$ cat config.mk
export PLATFORM = sky130hd
export DESIGN_NAME = acceleration_motion_detector
export DESIGN_NICKNAME = d
export VERILOG_FILES = /design/src/amd_pkg.sv /design/src/amd_ctrl.sv /design/src/amd_dp.sv /design/src/acceleration_motion_detector.sv
export SDC_FILE = /design/constraint.sdc
export NUM_CORES = 2
export LEC_CHECK = 0
export BUFFER_PORTS_ARGS = -buffer_cell sky130_fd_sc_hd__buf_2
export CORE_MARGIN = 5
export CORE_UTILIZATION = 59
export DETAILED_ROUTE_END_ITERATION = 12
export PLACE_DENSITY = 0.86
export SLEW_MARGIN = 30
export SYNTH_ARGS = -nofsm -noshare
export SYNTH_HDL_FRONTEND = slang
export SYNTH_SLANG_ARGS = --single-unit
$ cat constraint.sdc
create_clock -name clk_i -period 9.88 [get_ports clk_i]
set_input_delay 1.482 -clock clk_i [delete_from_list [all_inputs] [get_ports clk_i]]
set_output_delay 1.482 -clock clk_i [all_outputs]
set_load 0.05 [all_outputs]
$ cat src/amd_pkg.sv
// Shared types and constants for the acceleration motion detector.
package amd_pkg;

  localparam int BASELINE_SAMPLES = 20;

  localparam int ACCEL_W = 16;
  localparam int MAG_W   = 16;
  localparam int SUM_W   = 24;
  localparam int CNT_W   = 8;
  localparam int FILT_W  = 24;
  localparam int DIV_SHIFT = 24;
  localparam int MUL_A_W = DIV_SHIFT + 1;
  localparam int MUL_B_W = 24;
  localparam int ACC_W   = MUL_A_W + MUL_B_W;
  localparam int ROOT_W  = 32;
  localparam int ROOT_STEPS = ROOT_W / 2;
  localparam int STEP_W  = $clog2(ROOT_STEPS);

  localparam logic [MUL_A_W-1:0] DIV_MULT = MUL_A_W'((64'd1 << DIV_SHIFT) / BASELINE_SAMPLES);

  localparam int CFG_IDX_W  = 2;
  localparam int CFG_DATA_W = 16;

  localparam logic [CFG_IDX_W-1:0] CFG_DEADBAND = 2'd0;
  localparam logic [CFG_IDX_W-1:0] CFG_CONFIRM  = 2'd1;
  localparam logic [CFG_IDX_W-1:0] CFG_WEIGHT   = 2'd2;

  localparam logic [15:0] DEADBAND_RST = 16'd328;
  localparam logic [7:0]  CONFIRM_RST  = 8'd2;
  localparam logic [8:0]  WEIGHT_RST   = 9'd192;

  typedef enum logic [3:0] {
    OP_NONE,
    OP_LOAD,
    OP_SQX,
    OP_SQY,
    OP_SQZ,
    OP_RINIT,
    OP_ROOT,
    OP_EVAL,
    OP_MULF,
    OP_MULC,
    OP_DIVM,
    OP_DIVF,
    OP_COMMIT
  } amd_op_e;

  typedef struct packed {
    amd_op_e op;
  } amd_cmd_t;

  typedef struct packed {
    logic root_last;
    logic bl_done;
    logic bl_last;
    logic out_blocked;
  } amd_status_t;

  typedef enum logic [10:0] {
    ST_IDLE  = 11'b000_0000_0001,
    ST_SQX   = 11'b000_0000_0010,
    ST_SQY   = 11'b000_0000_0100,
    ST_SQZ   = 11'b000_0000_1000,
    ST_RINIT = 11'b000_0001_0000,
    ST_ROOT  = 11'b000_0010_0000,
    ST_EVAL  = 11'b000_0100_0000,
    ST_MULF  = 11'b000_1000_0000,
    ST_MULC  = 11'b001_0000_0000,
    ST_DIVM  = 11'b010_0000_0000,
    ST_DIVF  = 11'b100_0000_0000
  } amd_state_e;

endpackage

$ cat src/amd_ctrl.sv
// Sequencing state machine of the acceleration motion detector.
module amd_ctrl (
  input  logic                  clk_i,
  input  logic                  rst_ni,
  input  logic                  in_valid_i,
  output logic                  in_stall_o,
  input  amd_pkg::amd_status_t  status_i,
  output amd_pkg::amd_cmd_t     cmd_o
);

  amd_pkg::amd_state_e state_q, state_d;
  logic done_q, done_d;

  assign in_stall_o = (state_q != amd_pkg::ST_IDLE) || done_q;

  always_comb begin
    state_d   = state_q;
    done_d    = done_q;
    cmd_o.op  = amd_pkg::OP_NONE;
    if (done_q) begin
      if (!status_i.out_blocked) begin
        cmd_o.op = amd_pkg::OP_COMMIT;
        done_d   = 1'b0;
      end
    end else begin
      case (state_q)
        amd_pkg::ST_IDLE: begin
          if (in_valid_i) begin
            cmd_o.op = amd_pkg::OP_LOAD;
            state_d  = amd_pkg::ST_SQX;
          end
        end
        amd_pkg::ST_SQX: begin
          cmd_o.op = amd_pkg::OP_SQX;
          state_d  = amd_pkg::ST_SQY;
        end
        amd_pkg::ST_SQY: begin
          cmd_o.op = amd_pkg::OP_SQY;
          state_d  = amd_pkg::ST_SQZ;
        end
        amd_pkg::ST_SQZ: begin
          cmd_o.op = amd_pkg::OP_SQZ;
          state_d  = amd_pkg::ST_RINIT;
        end
        amd_pkg::ST_RINIT: begin
          cmd_o.op = amd_pkg::OP_RINIT;
          state_d  = amd_pkg::ST_ROOT;
        end
        amd_pkg::ST_ROOT: begin
          cmd_o.op = amd_pkg::OP_ROOT;
          if (status_i.root_last) begin
            state_d = amd_pkg::ST_EVAL;
          end
        end
        amd_pkg::ST_EVAL: begin
          cmd_o.op = amd_pkg::OP_EVAL;
          if (status_i.bl_done) begin
            state_d = amd_pkg::ST_MULF;
          end else if (status_i.bl_last) begin
            state_d = amd_pkg::ST_DIVM;
          end else begin
            state_d = amd_pkg::ST_IDLE;
            done_d  = 1'b1;
          end
        end
        amd_pkg::ST_MULF: begin
          cmd_o.op = amd_pkg::OP_MULF;
          state_d  = amd_pkg::ST_MULC;
        end
        amd_pkg::ST_MULC: begin
          cmd_o.op = amd_pkg::OP_MULC;
          state_d  = amd_pkg::ST_IDLE;
          done_d   = 1'b1;
        end
        amd_pkg::ST_DIVM: begin
          cmd_o.op = amd_pkg::OP_DIVM;
          state_d  = amd_pkg::ST_DIVF;
        end
        amd_pkg::ST_DIVF: begin
          cmd_o.op = amd_pkg::OP_DIVF;
          state_d  = amd_pkg::ST_IDLE;
          done_d   = 1'b1;
        end
        default: begin
          state_d = amd_pkg::ST_IDLE;
        end
      endcase
    end
  end

  always_ff @(posedge clk_i or negedge rst_ni) begin
    if (!rst_ni) begin
      state_q <= amd_pkg::ST_IDLE;
      done_q  <= 1'b0;
    end else begin
      state_q <= state_d;
      done_q  <= done_d;
    end
  end

endmodule

$ cat src/amd_dp.sv
// Datapath of the acceleration motion detector: multiplier, square root, filter and state.
module amd_dp (
  input  logic                                 clk_i,
  input  logic                                 rst_ni,
  input  amd_pkg::amd_cmd_t                    cmd_i,
  output amd_pkg::amd_status_t                 status_o,
  input  logic signed [amd_pkg::ACCEL_W-1:0]   accel_x_i,
  input  logic signed [amd_pkg::ACCEL_W-1:0]   accel_y_i,
  input  logic signed [amd_pkg::ACCEL_W-1:0]   accel_z_i,
  input  logic                                 cfg_we_i,
  input  logic [amd_pkg::CFG_IDX_W-1:0]        cfg_index_i,
  input  logic [amd_pkg::CFG_DATA_W-1:0]       cfg_data_i,
  output logic                                 out_valid_o,
  input  logic                                 out_stall_i,
  output logic [amd_pkg::MAG_W-1:0]            change_level_o,
  output logic                                 motion_active_o,
  output logic                                 baseline_valid_o
);

  localparam int MW = amd_pkg::MAG_W;

  logic [15:0] deadband_q;
  logic [7:0]  confirm_q;
  logic [8:0]  weight_q;

  logic [MW-1:0] ax_q, ay_q, az_q;
  logic [amd_pkg::ACC_W-1:0] acc_q, acc_d;
  logic [amd_pkg::ROOT_W-1:0] rn_q, rn_d, root_q, root_d, rbit_q, rbit_d;
  logic [amd_pkg::STEP_W-1:0] step_q, step_d;

  logic [amd_pkg::SUM_W-1:0]  sum_q;
  logic [amd_pkg::CNT_W-1:0]  count_q;
  logic                       bl_done_q;
  logic [MW-1:0]              baseline_q;
  logic                       started_q;
  logic [amd_pkg::FILT_W-1:0] filt_q;
  logic [7:0]                 run_q;
  logic                       motion_q;
  logic                       post_q;
  logic [MW-1:0]              change_q;

  logic                       out_valid_q;
  logic [MW-1:0]              level_q;
  logic                       motion_out_q;
  logic                       bv_out_q;

  localparam int MUL_A_W_L = amd_pkg::MUL_A_W;
  logic [MUL_A_W_L-1:0] mul_a;
  logic [amd_pkg::MUL_B_W-1:0] mul_b;
  logic [amd_pkg::ACC_W-1:0]   product;
  logic                        acc_keep;

  logic [8:0] w_sat;
  logic [7:0] need;
  logic [MW-1:0] mag, change;
  logic [8:0] run_inc;
  logic [7:0] run_new;
  logic       above;
  logic [amd_pkg::CNT_W-1:0] count_inc;
  logic [amd_pkg::ROOT_W-1:0] trial;

  logic [amd_pkg::ACC_W-1:0]  acc_round;
  logic [amd_pkg::FILT_W-1:0] filt_new;
  logic                       release_m;
  logic                       motion_new;

  logic [amd_pkg::MUL_A_W-1:0] q0;
  logic [amd_pkg::SUM_W-1:0]   rem;
  logic [amd_pkg::SUM_W-1:0]   quot;

  function automatic logic [15:0] abs16(input logic signed [15:0] v);
    abs16 = v[15] ? (~v + 16'd1) : v;
  endfunction

  assign w_sat     = (weight_q > 9'd256) ? 9'd256 : weight_q;
  assign need      = (confirm_q == 8'd0) ? 8'd1 : confirm_q;
  assign mag       = root_q[MW-1:0];
  assign change    = (mag >= baseline_q) ? (mag - baseline_q) : (baseline_q - mag);
  assign above     = (change >= deadband_q);
  assign run_inc   = {1'b0, run_q} + 9'd1;
  assign run_new   = (run_inc < {1'b0, need}) ? run_inc[7:0] : need;
  assign count_inc = count_q + 8'd1;
  assign trial     = root_q + rbit_q;

  assign acc_round = acc_q + amd_pkg::ACC_W'(128);
  assign filt_new  = started_q ? acc_round[amd_pkg::FILT_W+7:8] : {change_q, 8'd0};
  assign release_m = motion_q && (change_q < deadband_q) && (filt_new < {deadband_q, 8'd0});
  assign motion_new = motion_q && !release_m;

  assign q0   = acc_q[amd_pkg::ACC_W-1:amd_pkg::DIV_SHIFT];
  assign rem  = sum_q - amd_pkg::SUM_W'(q0[amd_pkg::SUM_W-1:0] *
                amd_pkg::SUM_W'(amd_pkg::BASELINE_SAMPLES));
  assign quot = (rem >= amd_pkg::SUM_W'(amd_pkg::BASELINE_SAMPLES)) ?
                (q0[amd_pkg::SUM_W-1:0] + amd_pkg::SUM_W'(1)) : q0[amd_pkg::SUM_W-1:0];

  always_comb begin
    mul_a    = '0;
    mul_b    = '0;
    acc_keep = 1'b0;
    case (cmd_i.op)
      amd_pkg::OP_SQX: begin
        mul_a = amd_pkg::MUL_A_W'(ax_q);
        mul_b = amd_pkg::MUL_B_W'(ax_q);
      end
      amd_pkg::OP_SQY: begin
        mul_a    = amd_pkg::MUL_A_W'(ay_q);
        mul_b    = amd_pkg::MUL_B_W'(ay_q);
        acc_keep = 1'b1;
      end
      amd_pkg::OP_SQZ: begin
        mul_a    = amd_pkg::MUL_A_W'(az_q);
        mul_b    = amd_pkg::MUL_B_W'(az_q);
        acc_keep = 1'b1;
      end
      amd_pkg::OP_MULF: begin
        mul_a = amd_pkg::MUL_A_W'(w_sat);
        mul_b = filt_q;
      end
      amd_pkg::OP_MULC: begin
        mul_a    = amd_pkg::MUL_A_W'(9'd256 - w_sat);
        mul_b    = {change_q, 8'd0};
        acc_keep = 1'b1;
      end
      amd_pkg::OP_DIVM: begin
        mul_a = amd_pkg::DIV_MULT;
        mul_b = sum_q;
      end
      default: begin
        mul_a = '0;
      end
    endcase
  end

  assign product = mul_a * mul_b;
  assign acc_d   = (acc_keep ? acc_q : '0) + product;

  always_comb begin
    rn_d   = rn_q;
    root_d = root_q;
    rbit_d = rbit_q;
    step_d = step_q;
    if (cmd_i.op == amd_pkg::OP_RINIT) begin
      rn_d   = acc_q[amd_pkg::ROOT_W-1:0];
      root_d = '0;
      rbit_d = amd_pkg::ROOT_W'(1) << (amd_pkg::ROOT_W - 2);
      step_d = '0;
    end else if (cmd_i.op == amd_pkg::OP_ROOT) begin
      if (rn_q >= trial) begin
        rn_d   = rn_q - trial;
        root_d = (root_q >> 1) + rbit_q;
      end else begin
        root_d = root_q >> 1;
      end
      rbit_d = rbit_q >> 2;
      step_d = step_q + amd_pkg::STEP_W'(1);
    end
  end

  always_ff @(posedge clk_i) begin
    rn_q   <= rn_d;
    root_q <= root_d;
    rbit_q <= rbit_d;
    step_q <= step_d;
    if (cmd_i.op == amd_pkg::OP_LOAD) begin
      ax_q <= abs16(accel_x_i);
      ay_q <= abs16(accel_y_i);
      az_q <= abs16(accel_z_i);
    end
    if (cmd_i.op == amd_pkg::OP_SQX || cmd_i.op == amd_pkg::OP_SQY ||
        cmd_i.op == amd_pkg::OP_SQZ || cmd_i.op == amd_pkg::OP_MULF ||
        cmd_i.op == amd_pkg::OP_MULC || cmd_i.op == amd_pkg::OP_DIVM) begin
      acc_q <= acc_d;
    end
    if (cmd_i.op == amd_pkg::OP_EVAL) begin
      change_q <= change;
    end
    if (cmd_i.op == amd_pkg::OP_COMMIT) begin
      level_q      <= (post_q && motion_new) ? filt_new[amd_pkg::FILT_W-1:8] : '0;
      motion_out_q <= post_q ? motion_new : motion_q;
      bv_out_q     <= bl_done_q;
    end
  end

  always_ff @(posedge clk_i or negedge rst_ni) begin
    if (!rst_ni) begin
      deadband_q  <= amd_pkg::DEADBAND_RST;
      confirm_q   <= amd_pkg::CONFIRM_RST;
      weight_q    <= amd_pkg::WEIGHT_RST;
      sum_q       <= '0;
      count_q     <= '0;
      bl_done_q   <= 1'b0;
      baseline_q  <= '0;
      started_q   <= 1'b0;
      filt_q      <= '0;
      run_q       <= '0;
      motion_q    <= 1'b0;
      post_q      <= 1'b0;
      out_valid_q <= 1'b0;
    end else begin
      if (cfg_we_i) begin
        case (cfg_index_i)
          amd_pkg::CFG_DEADBAND: deadband_q <= cfg_data_i;
          amd_pkg::CFG_CONFIRM:  confirm_q  <= cfg_data_i[7:0];
          amd_pkg::CFG_WEIGHT:   weight_q   <= cfg_data_i[8:0];
          default: begin
          end
        endcase
      end
      if (cmd_i.op == amd_pkg::OP_EVAL) begin
        post_q <= bl_done_q;
        if (bl_done_q) begin
          run_q    <= above ? run_new : 8'd0;
          motion_q <= motion_q || (above && (run_new >= need));
        end else begin
          sum_q   <= sum_q + amd_pkg::SUM_W'(mag);
          count_q <= count_inc;
        end
      end
      if (cmd_i.op == amd_pkg::OP_DIVF) begin
        baseline_q <= quot[MW-1:0];
        bl_done_q  <= 1'b1;
      end
      if (cmd_i.op == amd_pkg::OP_COMMIT) begin
        if (post_q) begin
          filt_q    <= filt_new;
          started_q <= 1'b1;
          motion_q  <= motion_new;
        end
        out_valid_q <= 1'b1;
      end else if (out_valid_q && !out_stall_i) begin
        out_valid_q <= 1'b0;
      end
    end
  end

  assign status_o.root_last   = (step_q == amd_pkg::STEP_W'(amd_pkg::ROOT_STEPS - 1));
  assign status_o.bl_done     = bl_done_q;
  assign status_o.bl_last     = (count_inc == amd_pkg::CNT_W'(amd_pkg::BASELINE_SAMPLES));
  assign status_o.out_blocked = out_valid_q && out_stall_i;

  assign out_valid_o      = out_valid_q;
  assign change_level_o   = level_q;
  assign motion_active_o  = motion_out_q;
  assign baseline_valid_o = bv_out_q;

endmodule

$ cat src/acceleration_motion_detector.sv
// Top level of the acceleration motion detector.
// Each accepted sample passes through the load, the three squares, the 16-step iterative
// square root and the evaluation, then the two filter products once the baseline exists,
// or the baseline division for the sample that completes it, before its result is
// registered. The single shared multiplier forms the three squares, the filter products
// and the baseline division; the next sample is taken the cycle after the result is
// registered, unless an earlier result still waits in the output register.
module acceleration_motion_detector (
  input  logic                                 clk_i,
  input  logic                                 rst_ni,
  input  logic                                 in_valid_i,
  output logic                                 in_stall_o,
  input  logic signed [amd_pkg::ACCEL_W-1:0]   accel_x_i,
  input  logic signed [amd_pkg::ACCEL_W-1:0]   accel_y_i,
  input  logic signed [amd_pkg::ACCEL_W-1:0]   accel_z_i,
  output logic                                 out_valid_o,
  input  logic                                 out_stall_i,
  output logic [amd_pkg::MAG_W-1:0]            change_level_o,
  output logic                                 motion_active_o,
  output logic                                 baseline_valid_o,
  input  logic                                 cfg_valid_i,
  output logic                                 cfg_ready_o,
  input  logic [amd_pkg::CFG_IDX_W-1:0]        cfg_index_i,
  input  logic [amd_pkg::CFG_DATA_W-1:0]       cfg_data_i
);

  amd_pkg::amd_cmd_t    cmd;
  amd_pkg::amd_status_t status;

  assign cfg_ready_o = 1'b1;

  amd_ctrl u_ctrl (
    .clk_i      (clk_i),
    .rst_ni     (rst_ni),
    .in_valid_i (in_valid_i),
    .in_stall_o (in_stall_o),
    .status_i   (status),
    .cmd_o      (cmd)
  );

  amd_dp u_dp (
    .clk_i            (clk_i),
    .rst_ni           (rst_ni),
    .cmd_i            (cmd),
    .status_o         (status),
    .accel_x_i        (accel_x_i),
    .accel_y_i        (accel_y_i),
    .accel_z_i        (accel_z_i),
    .cfg_we_i         (cfg_valid_i && cfg_ready_o),
    .cfg_index_i      (cfg_index_i),
    .cfg_data_i       (cfg_data_i),
    .out_valid_o      (out_valid_o),
    .out_stall_i      (out_stall_i),
    .change_level_o   (change_level_o),
    .motion_active_o  (motion_active_o),
    .baseline_valid_o (baseline_valid_o)
  );

endmodule

Word-level counts from Yosys, hierarchy flattened
Index checks and enable logic that the tools add are counted.

Bitwise gates (word level): 5. Eq/ne operators: 30. Reductions and logical operators: 31. Magnitude comparators: 9. Multiplexer cells: 39. $add $sub $neg: 17. $mul: 2.

Operators with widths (number): $pmux W25 S6 (1); $pmux W24 S6 (1); $mux W32 (4); $pmux W11 S9 (1); $add A16 B1 Y16 const B (4); $add A49 B49 Y49 (1); $mul A25 B24 Y49 (1); $mux W49 (1); $not A16 Y16 (3); $mux W15 (3); $pmux W4 S11 (1); $mux W11 (3); $add A31 B31 Y32 (1); $add A32 B31 Y32 (1); $add A32 B8 Y32 const B (1); $ge A16 B16 Y1 (2); $ge A32 B32 Y1 (1); $mux W16 (2); $sub A16 B16 Y16 (2); $sub A32 B32 Y32 (1); $add A24 B16 Y24 (1); $eq A4 B4 Y1 const B (6); $ge A24 B5 Y1 const B (1); $lt A24 B24 Y1 (1); other kinds (47) (89).

Register bits: 345. Bits of input ports: 71. Output and inout bits: 21.

Longest topological paths before layout
Depth after elaboration: 11. Mapped depth: 39. Gate-level depth less buffers: 36.

Cells and area by module
A second synthesis with hierarchy kept.

Cell total of the unflattened synthesis: 4800. Area, all modules: 43449.2 sq um.

By module, submodules not included: amd_dp (sequential area each 8805.9 sq um, area each 42502.0 sq um, times used 1, cells an instance 4681); amd_ctrl (sequential area each 301.5 sq um, area each 935.9 sq um, times used 1, cells an instance 117); acceleration_motion_detector (sequential area each 0.0 sq um, area each 11.3 sq um, times used 1, cells an instance 2).

Worst setup path after synthesis
No wires, ideal clock.

Path kind: in2reg. From: in in_valid_i. To: reg u_dp.acc_q[39] (netlist name) (data pin). Arrival time: 9488 ps. Buffers on the path: 2. Stages on the path: 34. Setup slack: 126 ps. Setup time: 266 ps. Cell sequence: nand3b_1 -> a2111oi_0 -> o21ai_1 -> o31ai_1 -> nor3_2 -> clkbuf_1 -> a22oi_1 -> nand2_1 -> a211o_1 -> buf_2 -> nand2_1 -> fa_1 -> inv_1 -> fa_1 -> inv_1 -> fa_1 -> inv_1 -> fa_1 -> fa_1 -> fa_1 -> inv_1 -> fa_1 -> inv_1 -> ha_1 -> a21oi_1 -> a21boi_0 -> o311ai_0 -> o2111ai_1 -> a31o_2 -> a31oi_1 -> o21ai_0 -> a41oi_1 -> o41ai_1 -> xnor2_1.

Cells in the longest elaborated chain, start to end: 8.

Ends and longest elaborated chain: from (decl) (line acceleration_motion_detector.sv:11) `input logic in_valid_i,`; $mux W1 * (line amd_ctrl.sv:28) `if (in_valid_i) begin`; $pmux W4 S11 * (line amd_ctrl.sv:26) `case (state_q)`; $mux W4 * (line amd_ctrl.sv:20) `if (done_q) begin`; branches (longest 4 deep; another with $mul A25 B24 Y49); $add A49 B49 Y49 * (line amd_dp.sv:135) `assign acc_d = (acc_keep ? acc_q : '0) + product;`; named net u_dp.acc_d, one bit (line amd_dp.sv:27) `logic [amd_pkg::ACC_W-1:0] acc_q, acc_d;`; to (signal assigned) (line amd_dp.sv:172) `acc_q <= acc_d;`; to (decl) (line amd_dp.sv:27).

Mark *: on every way through the listed nets, which the timed path passes. A chain may end at the register's enable or synchronous reset.

Worst setup path in the final report
From: reg u_ctrl.state_q[1]. To: reg u_dp.acc_q[45] (netlist name) (data pin).

Cells in the longest elaborated chain, start to end: 8.

Ends and longest elaborated chain: from (decl) (line amd_ctrl.sv:11) `amd_pkg::amd_state_e state_q, state_d;`; from (signal assigned) (line amd_ctrl.sv:93) `state_q <= amd_pkg::ST_IDLE;`; from (signal assigned) (line amd_ctrl.sv:96) `state_q <= state_d;`; $eq A11 B11 Y1 (tied with other cells) (line amd_ctrl.sv:26); $pmux W4 S11 * (line amd_ctrl.sv:26); $mux W4 * (line amd_ctrl.sv:20); branches (longest 4 deep; another with $mul A25 B24 Y49); $add A49 B49 Y49 * (line amd_dp.sv:135); named net u_dp.acc_d, one bit (line amd_dp.sv:27).

Marks and branches as above.

==> metrics.md <==
| Metric | Value |
|---|---|
| Maximum clock rate | `104.0 MHz` |
| Clk_skew | `0.03527 ns` |
| Die width | `282.0 um` |
| CP startpoint | `u_ctrl.state_q[1]$_DFFE_PN0P_` |
| Final core utilization | `0.6727` |
| Worst Hold Class | `reg -> reg` |
| Post-DP Area | `0.04772 mm2` |
| Initial core utilization | `0.5964` |
| Share of layout cells above drive strength 1 | `0.1141` |
| Drt initial violations | `4086` |
| Fin. max-slew vios | `0` |
| Mean Syn Cell Area | `9.068 um2` |
| CP max stage delay | `0.55 ns` |
| Total GRT Usage | `0.3436` |
| Setup CP Type | `reg -> reg` |
| Detailed Place HPWL | `110400 um` |
| Status | `complete, no violations` |
| Crit start category | `flop` |
| Ports | `92` |
| Crit end category | `flop` |
| Post-Place Cells | `6161` |
| GPL Wtd Cong | `1.028` |
| Worst hold slack | `0.4873 ns` |
| Gr ovfl total | `0` |
| Remaining antenna violation count after routing | `0` |
| Routed len/inst | `21.64 um` |
| Warnings from Yosys | `0` |
| Die H | `282.0 um` |
| Post-synthesis cell type count | `86` |
| Die area | `0.07954 mm2` |
| Vias in the first global route | `38.46k` |
| CTS Buf Count | `40` |
| Clk buf depth | `3` |
| H-tree levels | `2` |
| CP arrival | `10.02 ns` |
| Final TNS setup | `0 ns` |
| Residual DRC count | `0` |
| Core Area | `0.07321 mm2` |
| CTS sink count | `342` |
| Critical hold path startpoint | `u_dp.rbit_q[0]$_SDFFE_PP0P_` |
| GR Layer Usage met1 | `0.4416` |
| Synth Flop Type | `edfxtp_1` |
| Yosys top cell by area | `fa_1` |
| Period Utilization, post-route | `0.9737` |
| Reg-to-reg critical path startpoint | `u_ctrl.state_q[1]$_DFFE_PN0P_` |
| Initial antenna violation count | `7` |
| Mapped cell area | `0.04366 mm2` |
| Seq/Total Area, Yosys | `0.2086` |
| # rows | `99` |
| Post-synth top area share | `0.2471` |
| GRT met2 Usage | `0.5514` |
| Root buffer cell | `clkbuf_16` |
| CTS tree | `built` |
| Slowest CP cell | `fa_1` |
| Worst-Skew Late Latency | `0.60 ns` |
| Met3 Usage GRT | `0.07461` |
| CP top delay family | `adder cells` |
| Worst Path Required | `10.28 ns` |
| First-pass GRT wire length | `212300 um` |
| Fin. Hold Viols | `0` |
| Fin crit period | `9.620 ns` |
| Max IR drop VDD | `0.6053 mV` |
| Pin count of the biggest net entering global routing | `73` |
| Power Density | `285.8 mW/mm2` |
| Critical path's most frequent cell | `fa_1` |
| Synth Register Bits | `342` |
| Rel. slew slack | `0.3915` |
| Area grow syn2layout | `12.79%` |
| Ys async rst share | `0.3801` |
| Clock Pin Slew Worst Setup and Hold Paths | `0.07 ns` |
| Cell Count, Final, Fillers Out | `6239` |
| Final wirelength | `135000 um` |
| Leak | `23.95 nW` |
| # port buffers | `90` |
| Finish-stage setup viols | `0` |
| Post-layout nets | `6253` |
| Busiest grt layer | `met2` |
| Drt via density | `5.986` |
| Worst slew pin tran | `0.9050 ns` |
| DR pass1 iterations | `7` |
| Final Cell Area | `0.04925 mm2` |
| Synth top area cells | `fa_1 25%, ha_1 11%, edfxtp_1 11%` |
| CP Max Fanout | `15` |
| Post-synth EDFFs | `160` |
| Max-Cap Viols | `0` |
| Worst path bufs/invs | `8` |
| Vias | `37.35k` |
| Syn Inst Count | `4815` |
worst paths after layout:
path	slack, ns	cells after the start	end
worst max-delay path	0.26	35	u_dp.acc_q[45]$_DFFE_PP_
worst min-delay path	0.49	2	u_dp.rbit_q[0]$_SDFFE_PP0P_
worst max register to register	0.26	35	u_dp.acc_q[45]$_DFFE_PP_
worst min register to register	0.49	2	u_dp.rbit_q[0]$_SDFFE_PP0P_
max in group asynchronous	7.80	2	u_dp.started_q$_DFFE_PN0P_
min in group asynchronous	0.90	1	u_dp.post_q$_DFFE_PN0N_
where the power goes:
group / switching, mW / internal (mW) / leakage (nW)
Sequential: 0.371 / 2.01 / 3.59
Clock: 0.673 / 0.857 / 0.649
Combinational: 5.75 / 4.42 / 19.7
metal layers:
metal / part of all wire / up-vias / wire length, um
met1: 0.38 / 18210 / 50990
met4: 0.066 / 6 / 8873
met3: 0.10 / 459 / 13560
li1: - / 16720 / -
met5: 0.00030 / - / 41
met2: 0.46 / 1950 / 61530
layout by cell type, fill, tap and decap left out, types with 19 or more instances in the layout:
master	Yosys	final
a211oi_1	32	30
or2_2	24	24
nor2_1	277	267
fa_1	539	539
or3_1	41	41
nand2_1	584	583
a22oi_1	20	19
nand4_1	41	41
a21oi_1	214	208
nor2b_1	42	42
o31ai_1	34	33
mux2_2	34	34
clkbuf_16	0	41
buf_2	40	89
xor2_1	96	96
edfxtp_1	160	160
nand3_1	70	70
a31oi_1	57	57
o211ai_1	23	23
conb_1	2	156
ha_1	397	397
and2_1	68	68
xnor2_1	157	157
o21bai_1	31	31
o21a_1	36	35
inv_1	765	764
dfxtp_1	52	52
buf_4	3	309
o21ai_0	202	199
and3_1	50	50
nand2b_1	34	34
or4_1	20	19
nor3_1	54	49
dfrtp_1	123	122
a21o_1	112	112
layout make-up:
cell class              instances  area (um2)
diodes                          2       5.005
clock buffers                  52        1107
clock inverters                22       229.0
fillers                      5672       23960
inverters                     766        2875
multi-input cells            3690       31810
flip-flops and latches        342        9109
well taps                     959        1200
repair buffers                406        2908
worst reg2reg max path, delay by kind of cell (launching register included):
family | cells | cell delay, ns
adder cells (fa/ha/maj) | 8 | 3.93
AO/OA/AOI/OAI | 9 | 2.35
AND/OR/NAND/NOR | 10 | 1.91
buffers and inverters | 8 | 0.73
flip-flops | 1 | 0.50
metrics by stage:
| stage | setup slack (ns) | power, mW |
|---|---|---|
| global placement | -0.5066 | 11.81 |
| detailed placement | -0.8537 | 12.11 |
| floorplan | 0.1263 | 9.079 |
| global route | -0.05227 | 15.19 |
| finish | 0.2602 | 14.08 |
| CTS | -0.005061 | 13.74 |
logic make-up after synthesis:
family | after synthesis | share of synthesized area
fa+ha+maj | 936 | 0.3609
buf+inv | 937 | 0.08196
other cells | 2 | 0.0001720
xor+xnor | 253 | 0.05075
compound gates | 931 | 0.1396
flops | 342 | 0.2086
mux | 47 | 0.01175
simple gates | 1367 | 0.1462
state kept, by name, summed over array words and instances, names as in the netlist, 4 cells and up:
signal               flops
u_dp.rbit_q             16
u_dp.ax_q               16
u_dp.run_q               8
u_dp.step_q              4
u_dp.filt_q             24
u_dp.confirm_q           8
u_dp.count_q             8
u_dp.acc_q              46
u_ctrl.state_q          11
u_dp.deadband_q         16
u_dp.weight_q            9
u_dp.rn_q               32
u_dp.change_level_o     16
u_dp.ay_q               16
u_dp.baseline_q         16
u_dp.change_q           16
u_dp.sum_q              24
u_dp.root_q             32
u_dp.az_q               16
what timing repair did:
action / 4_1_cts / 5_1_grt
pin swaps: 1 / 4
hold buffers: 0 / 0
buffers inserted: 0 / 2
endpoints found under the setup margin: 10 / 19
gates resized for setup: 3 / 32
cell usage after synthesis (20+ instances only):
library cell and number:
and2_1 68, nand3_1 70, a22oi_1 20, xnor2_1 157, or3_1 41, buf_2 40
fa_1 539, nor2b_1 42, a31oi_1 57, nor2_1 277, or4_1 20, or2_2 24
o21a_1 36, clkbuf_1 122, o31ai_1 34, o211ai_1 23, nand2_1 584, nor3_1 54
and3_1 50, nand2b_1 34, mux2_2 34, nand4_1 41, a211oi_1 32, a21o_1 112
dfxtp_1 52, a21oi_1 214, inv_1 765, xor2_1 96, o21bai_1 31, edfxtp_1 160
ha_1 397, dfrtp_1 123, o21ai_0 202
Power figures use the tool's default switching activity.
